$ cat src/sv/kwl_pkg.sv
// shared types and constants for the k-weighted loudness window engine
// used by kwl_lane and k_weighted_loudness_windows_top
package kwl_pkg;

  localparam int COEF_BITS      = 32;
  localparam int DLY_BITS       = 40;
  localparam int DLY_FRAC       = 8;
  localparam int HOP_BITS       = 49;
  localparam int MOM_BITS       = 51;
  localparam int SHORT_BITS     = 54;
  localparam int COUNT_BITS     = 32;
  localparam int HOPF_BITS      = 17;
  localparam int CFG_IDX_BITS   = 3;

  localparam int DEF_MOMENTARY_HOPS = 4;
  localparam int DEF_SHORT_HOPS     = 30;
  localparam int DEF_RING_DEPTH     = 32;
  localparam int DEF_SAMPLE_BITS    = 24;
  localparam int DEF_COEF_FRAC_BITS = 28;

  localparam logic [HOPF_BITS-1:0] HOP_FRAMES_RESET = HOPF_BITS'(4800);

  typedef enum logic [CFG_IDX_BITS-1:0] {
    REG_HEAD_B0,
    REG_HEAD_B1,
    REG_HEAD_B2,
    REG_HEAD_A1,
    REG_HEAD_A2,
    REG_HP_A1,
    REG_HP_A2,
    REG_HOP_FRAMES
  } reg_idx_t;

  typedef struct packed {
    logic signed [COEF_BITS-1:0] b0;
    logic signed [COEF_BITS-1:0] b1;
    logic signed [COEF_BITS-1:0] b2;
    logic signed [COEF_BITS-1:0] a1;
    logic signed [COEF_BITS-1:0] a2;
    logic signed [COEF_BITS-1:0] hp_a1;
    logic signed [COEF_BITS-1:0] hp_a2;
  } coef_t;

endpackage

$ cat src/sv/kwl_lane.sv
// one channel lane: head shelf and high-pass biquads on a shared multiplier,
// then the squared output; depends on kwl_pkg
module kwl_lane #(
  parameter int SAMPLE_BITS    = kwl_pkg::DEF_SAMPLE_BITS,
  parameter int COEF_FRAC_BITS = kwl_pkg::DEF_COEF_FRAC_BITS
) (
  input  logic                          clk,
  input  logic                          rst,
  input  logic                          start,
  input  logic                          restart,
  input  logic signed [SAMPLE_BITS-1:0] sample,
  input  kwl_pkg::coef_t                coef,
  output logic                          done,
  output logic [2*SAMPLE_BITS-1:0]      energy
);

  localparam int CB     = kwl_pkg::COEF_BITS;
  localparam int DB     = kwl_pkg::DLY_BITS;
  localparam int DF     = kwl_pkg::DLY_FRAC;
  localparam int PROD_W = CB + SAMPLE_BITS;
  localparam int SHIFT  = COEF_FRAC_BITS - DF;
  localparam int FL_W   = PROD_W - SHIFT;
  localparam int ACC_W  = ((FL_W > DB) ? FL_W : DB) + 2;
  localparam logic [3:0] LAST_STEP = 4'd12;
  localparam logic [3:0] HP_STEP   = 4'd6;

  localparam logic signed [CB-1:0] ONE  = CB'(64'sd1 <<< COEF_FRAC_BITS);
  localparam logic signed [CB-1:0] MTWO = CB'(-(64'sd2 <<< COEF_FRAC_BITS));
  localparam logic signed [ACC_W-1:0] ROUND = ACC_W'(64'sd1 <<< (DF - 1));
  localparam logic signed [ACC_W-1:0] YMAX = ACC_W'((64'sd1 <<< (SAMPLE_BITS-1)) - 64'sd1);
  localparam logic signed [ACC_W-1:0] YMIN = ACC_W'(-(64'sd1 <<< (SAMPLE_BITS-1)));
  localparam logic signed [ACC_W-1:0] DMAX = ACC_W'((64'sd1 <<< (DB-1)) - 64'sd1);
  localparam logic signed [ACC_W-1:0] DMIN = ACC_W'(-(64'sd1 <<< (DB-1)));

  logic                          active;
  logic [3:0]                    step;
  logic signed [SAMPLE_BITS-1:0] x;
  logic signed [SAMPLE_BITS-1:0] y;
  logic signed [PROD_W-1:0]      prod;
  logic signed [ACC_W-1:0]       n1;
  logic signed [ACC_W-1:0]       n2;
  logic signed [DB-1:0]          hd0, hd1, pd0, pd1;

  logic                          st;
  logic [3:0]                    ph;
  logic signed [CB-1:0]          c_sel;
  logic signed [SAMPLE_BITS-1:0] opnd;
  logic signed [PROD_W-1:0]      prod_next;
  logic signed [ACC_W-1:0]       fl;
  logic signed [ACC_W-1:0]       d0_ext, d1_ext;
  logic signed [ACC_W-1:0]       y_full;
  logic signed [ACC_W-1:0]       y_sat;
  logic signed [ACC_W-1:0]       n2_fin;
  logic signed [DB-1:0]          n1_sat, n2_sat;
  logic signed [2*SAMPLE_BITS-1:0] sq;

  always_comb begin
    st = (step >= HP_STEP);
    ph = st ? (step - HP_STEP) : step;
    case (ph)
      4'd0:    c_sel = st ? ONE : coef.b0;
      4'd1:    c_sel = st ? MTWO : coef.b1;
      4'd2:    c_sel = st ? coef.hp_a1 : coef.a1;
      4'd3:    c_sel = st ? ONE : coef.b2;
      4'd4:    c_sel = st ? coef.hp_a2 : coef.a2;
      default: c_sel = '0;
    endcase
    opnd = (ph == 4'd2 || ph == 4'd4) ? y : x;
  end

  assign prod_next = c_sel * opnd;
  assign fl        = ACC_W'(prod >>> SHIFT);
  assign d0_ext    = ACC_W'(st ? pd0 : hd0);
  assign d1_ext    = ACC_W'(st ? pd1 : hd1);
  assign y_full    = (fl + d0_ext + ROUND) >>> DF;
  assign y_sat     = (y_full > YMAX) ? YMAX : ((y_full < YMIN) ? YMIN : y_full);
  assign n2_fin    = n2 - fl;
  assign n1_sat    = DB'((n1 > DMAX) ? DMAX : ((n1 < DMIN) ? DMIN : n1));
  assign n2_sat    = DB'((n2_fin > DMAX) ? DMAX : ((n2_fin < DMIN) ? DMIN : n2_fin));
  assign sq        = y * y;

  always_ff @(posedge clk) begin
    if (rst) begin
      active <= 1'b0;
      step   <= '0;
      done   <= 1'b0;
      hd0    <= '0;
      hd1    <= '0;
      pd0    <= '0;
      pd1    <= '0;
    end else begin
      done <= 1'b0;
      if (start) begin
        active <= 1'b1;
        step   <= '0;
        x      <= sample;
        if (restart) begin
          hd0 <= '0;
          hd1 <= '0;
          pd0 <= '0;
          pd1 <= '0;
        end
      end else if (active) begin
        prod <= prod_next;
        step <= step + 4'd1;
        case (ph)
          4'd1: y  <= SAMPLE_BITS'(y_sat);
          4'd2: n1 <= fl + d1_ext;
          4'd3: n1 <= n1 - fl;
          4'd4: n2 <= fl;
          4'd5: begin
            x <= y;
            if (st) begin
              pd0 <= n1_sat;
              pd1 <= n2_sat;
            end else begin
              hd0 <= n1_sat;
              hd1 <= n2_sat;
            end
          end
          default: ;
        endcase
        if (step == LAST_STEP) begin
          energy <= sq;
          active <= 1'b0;
          done   <= 1'b1;
        end
      end
    end
  end

endmodule

$ cat config.mk
export PLATFORM = sky130hd
export DESIGN_NAME = kwl_lane
export DESIGN_NICKNAME = d
export VERILOG_FILES = /design/src/sv/kwl_pkg.sv /design/src/sv/kwl_lane.sv
export SDC_FILE = /design/constraint.sdc
export NUM_CORES = 2
export LEC_CHECK = 0
export BUFFER_PORTS_ARGS = -buffer_cell sky130_fd_sc_hd__buf_2
export CORE_MARGIN = 2
export CORE_UTILIZATION = 60
export DETAILED_ROUTE_END_ITERATION = 7
export HOLD_SLACK_MARGIN = 0.08
export PLACE_DENSITY = 0.88
export SETUP_SLACK_MARGIN = 0.05
export SYNTH_ARGS = -nofsm -noshare
export SYNTH_HDL_FRONTEND = slang
export SYNTH_SLANG_ARGS = --single-unit
$ cat constraint.sdc
create_clock -name clk -period 25.8 [get_ports clk]
set_clock_uncertainty 0.1 [all_clocks]
set_input_delay 5.16 -clock clk [delete_from_list [all_inputs] [get_ports clk]]
set_output_delay 5.16 -clock clk [all_outputs]
set_load 0.01 [all_outputs]
Word level (Yosys, flattened, before mapping):

Index checks and enable logic that the tools add are counted.

* bitwise gates (word level): 3
* add/subtract/negate cells: 7
* multipliers: 2
* equality and inequality tests: 8
* magnitude comparators: 7
* reductions and logical operators: 16
* mux-type cells: 40

Operators with widths (number)
* $mux 40: 21
* $mux 32: 5
* $pmux 32 s5: 1
* $mux 24: 5
* $add 36x42->42: 2
* $mux 42: 2
* $pmux 42 s2: 1
* $mul 32x24->56: 1
* $mul 24x24->48: 1
* $add 42x9->42 const B: 1
* $gt 42x40->1 const B: 1
* $lt 42x40->1 const B: 1
* $sub 42x36->42: 1
* $gt 37x40->1 const B: 1
* $lt 37x40->1 const B: 1
* $sub 36x36->37: 1
* $gt 34x24->1 const B: 1
* $lt 34x24->1 const B: 1
* $reduce_and 4->1: 6
* $eq 4x2->1 const B: 2
* $eq 4x3->1 const B: 2
* $reduce_bool 2->1: 4
* $reduce_and 3->1: 2
* $add 4x1->4 const B: 1
* other kinds (13): 18

* word-level logic and storage cells: 96
* bits of input ports: 252
* bits in registers: 396
* output and inout port bits: 49

Longest topological paths before layout:

* word-level depth: 8
* mapped depth: 40

Least setup slack after synthesis:

No wires, ideal clock.

* kind: input to register
* start point: in coef[204] (netlist bit)
* end point: reg prod[49] (data pin)
* arrival: 12.232 ns
* stages on the path: 30
* path slack: 13.199 ns
* required time: 25.431 ns
* buffers on the path: 1
* path through: a22oi_1 > o21ai_0 > nand2_1 > o211ai_1 > clkbuf_1 > nand2_1 > fa_1 > inv_1 > fa_1 > inv_1 > fa_1 > fa_1 > inv_1 > fa_1 > fa_1 > inv_1 > fa_1 > inv_1 > ha_1 > a21o_1 > a2111oi_0 > a211oi_1 > and4_1 > nand4_1 > nand2_1 > a211o_1 > a311o_1 > a31oi_1 > o31ai_1 > xor2_1

* word-level cells in the longest chain between the ends: 3

Ends and longest elaborated chain
* start: declaration: line kwl_lane.sv:12 `input kwl_pkg::coef_t coef,`
* $mux 32: line kwl_lane.sv:61 `4'd0: c_sel = st ? ONE : coef.b0;`
* $pmux 32 s5: line kwl_lane.sv:60 `case (ph)`
* $mul 32x24->56: line kwl_lane.sv:71 `assign prod_next = c_sel * opnd;`
* via prod_next[49]: line kwl_lane.sv:48 `logic signed [PROD_W-1:0] prod_next;`
* end signal: assignment: line kwl_lane.sv:104 `prod <= prod_next;`
* end: declaration: line kwl_lane.sv:39 `logic signed [PROD_W-1:0] prod;`

The timed path passes the listed nets, and every way through them passes these cells.
A chain may end at the register's enable or synchronous reset.

Worst setup path in the final report:

* start point: in coef[205] (netlist bit)
* end point: reg prod[49] (data pin)

Same word-level chain as after synthesis.

==> reports/results.ini <==
[run_status]
status = finished, final reports clean

[worst_setup_path]
path_delay_family = adder cells
cpMostUsedCell = fa_1
startpoint_type = input port
cp_max_fo = 16
slowest_delay_ns = 0.86
worstSetupPathType = input port to flop
cp.required_ns = 26.05
cp_num_buf_inv = 5
crit_path_top_delay_cell = o21ai_0
cp-end-kind = flop
arrival_ns = 14.25

[cts]
root_buffer = clkbuf_16
clockBufferDepth = 3
post-cts-setup-buffers = 0
cts.sinks = 369
postCtsHoldBufs = 0
cts_resized = 0
cts_tree = yes
clk_latency_ns = 0.63
clk_pin_slew_ns = 0.06
numCtsBuffers = 44
h-tree-depth = 2

[synth]
syn_nets = 9796
synth_seq_cells = 369
syn_avg_cell_area_um2 = 8.91
synth-main-ff-cell = edfxtp_1
syn_area_um2 = 68800
synth.distinct_cells = 85
synth-edff-count = 209
yosysWarnings = 0
async_flop_share_pct = 0
syn_inst = 7716
yosysSeqAreaShare_pct = 13.8

[die]
pin_count = 301
core_um2 = 114000
fp.dieW_um = 343
initial_core_util_pct = 60.3
rows = 124
die_h_um = 343
die-area_um2 = 117000

[grt]
grt_pass1_vias = 60100
grt_first_pass_wirelength_um = 334000
grt_use_total_pct = 37.4
grt_overflow = 0
grt_max_degree = 80
antenna_found_initial = 13

[detailed_routing]
num_vias = 56600
drtIter0Drc = 5512
wirelength_um = 216000
drtPass1Iterations = 8
routedWlPerCell_um = 23.0
detail-route-antenna-nets = 0
via_per_inst = 6.02
drc = 0

[placed_design]
place_area_um2 = 71900
place.gp.congestion = 1.00
dp.cells = 9299
dpl.hpwl_um = 170000
portBuffers = 299

[timing]
rsz0062_at_grt = no
tns_ns = 0
post-route-period-util_pct = 54.3
worst_pin_slew_ns = 1.42
hold_viol_final = 0
drv_slew = 0
fmax_mhz = 71.4
relSlewSlack_pct = 5.14
setup_viol = 0
post-route-min-period_ns = 14.00

[layout]
nets = 9914
syn2layout_area_growth_pct = 6.74
stdcell_count = 9389
fin_area_um2 = 73400
drive_gt1_share_pct = 7.37

[worst_hold_path]
hold_class = flop to flop

[job]
cap_violations = 0

==> worst min-delay path, delay by kind of cell, from the launching register on <==
| kind | cells | cell delay (ns) |
|---|---|---|
| compound gates | 1 | 0.05 |
| simple gates | 1 | 0.05 |
| flops | 1 | 0.31 |
==> layout by cell type, fill, tap and decap left out, types with 160 or more instances in the layout <==
| cell | netlist | final |
|---|---|---|
| nor2_1 | 614 | 605 |
| fa_1 | 1343 | 1343 |
| edfxtp_1 | 209 | 209 |
| and2_1 | 177 | 177 |
| inv_1 | 1499 | 1499 |
| a21oi_1 | 389 | 387 |
| buf_2 | 8 | 298 |
| dfxtp_1 | 160 | 160 |
| nand2_1 | 1164 | 1161 |
| o21ai_0 | 241 | 236 |
| ha_1 | 485 | 485 |
| a21o_1 | 169 | 169 |
==> sequential cells by signal, summed over array words and instances, names as in the netlist, 24 cells and up <==
name	count
energy	47
hd0	40
hd1	37
n1	42
n2	36
pd0	40
pd1	37
prod	36
x	24
y	24
==> cell families (layout without fill, tap and decap cells) <==
| kind of cell | Yosys count | in the layout | share of synthesized area (%) |
|---|---|---|---|
| AOI/OAI and AO/OA | 1077 | 1077 | 9.68 |
| and+or+nand+nor | 2275 | 2275 | 14.1 |
| other | 1 | 9 | 0.00545 |
| adders and majority gates | 1828 | 1828 | 47.9 |
| xor gates and xnor gates | 236 | 236 | 3.01 |
| buffers and inverters | 1835 | 1988 | 10.1 |
| muxes | 95 | 95 | 1.46 |
| DFF | 369 | 369 | 13.8 |
==> cell usage after synthesis, types with 8 or more instances <==
cell | count | area (um^2)
o211a_1 | 8 | 80.1
and3_1 | 22 | 138
a221oi_1 | 12 | 105
o31ai_1 | 11 | 82.6
buf_2 | 8 | 40.0
a21oi_1 | 389 | 1950
a22oi_1 | 19 | 143
mux2i_1 | 55 | 551
nand4_1 | 33 | 206
or3_1 | 20 | 125
xor2_1 | 83 | 727
xnor2_1 | 153 | 1340
a21o_1 | 169 | 1270
inv_1 | 1499 | 5630
a211oi_1 | 41 | 308
a31oi_1 | 21 | 131
dfxtp_1 | 160 | 3200
o21ai_0 | 241 | 1210
and2_1 | 177 | 1110
edfxtp_1 | 209 | 6280
clkbuf_1 | 308 | 1160
nor3_1 | 42 | 210
ha_1 | 485 | 6070
nor2b_1 | 34 | 213
o21a_1 | 33 | 248
nand2b_1 | 47 | 294
nor2_1 | 614 | 2300
fa_1 | 1343 | 26900
a31o_2 | 8 | 70.1
o21bai_1 | 27 | 203
mux2_2 | 40 | 450
o211ai_1 | 16 | 120
or2_2 | 14 | 87.6
nand3_1 | 79 | 395
nand2_1 | 1164 | 4370
buf_1 | 15 | 56.3
==> routing by layer <==
metal  global-route usage, %  up-vias  routed length [um]
met5                       0        -                 145
met1                    46.0    27800               75300
li1                        -    24200                   -
met3                    11.8      959               29000
met2                    58.7     3597               96100
met4                    21.0       18               15100
==> through the flow <==
| stage | hold slack (ns) | utilization (%) | setup WS, ns |
|---|---|---|---|
| 6_report | 0.351 | 64.4 | 11.80 |
| 3_5_place_dp | 0.344 | 63.0 | 11.39 |
| 3_3_place_gp | 0.338 | 63.0 | 11.51 |
| 2_1_floorplan | 0.324 | - | 13.20 |
| 5_1_grt | 0.361 | 64.4 | 11.37 |
| 4_1_cts | 0.352 | 64.3 | 12.02 |
==> cell type report <==
class / count / area (um^2)
Clock inverter: 24 / 308
Antenna cell: 8 / 20.0
Multi-Input combinational cell: 5512 / 52600
Clock buffer: 57 / 1180
Timing Repair Buffer: 406 / 2310
Tap cell: 1512 / 1890
Fill cell: 8989 / 40600
Sequential cell: 369 / 9480
Inverter: 1501 / 5630
==> final timing paths <==
kind | from | endpoint | slack, ns | cells after the start
setup / recovery | coef[205] | prod[49] | 11.80 | 29
hold / removal | pd1[4] | pd1[4] | 0.35 | 2
setup reg to reg | step[0] | prod[49] | 12.32 | 34
hold reg to reg | pd1[4] | pd1[4] | 0.35 | 2
Power is left out: the tool's default activity adds up to more than one toggle a clock period on the data nets, which glitch-free logic cannot reach.
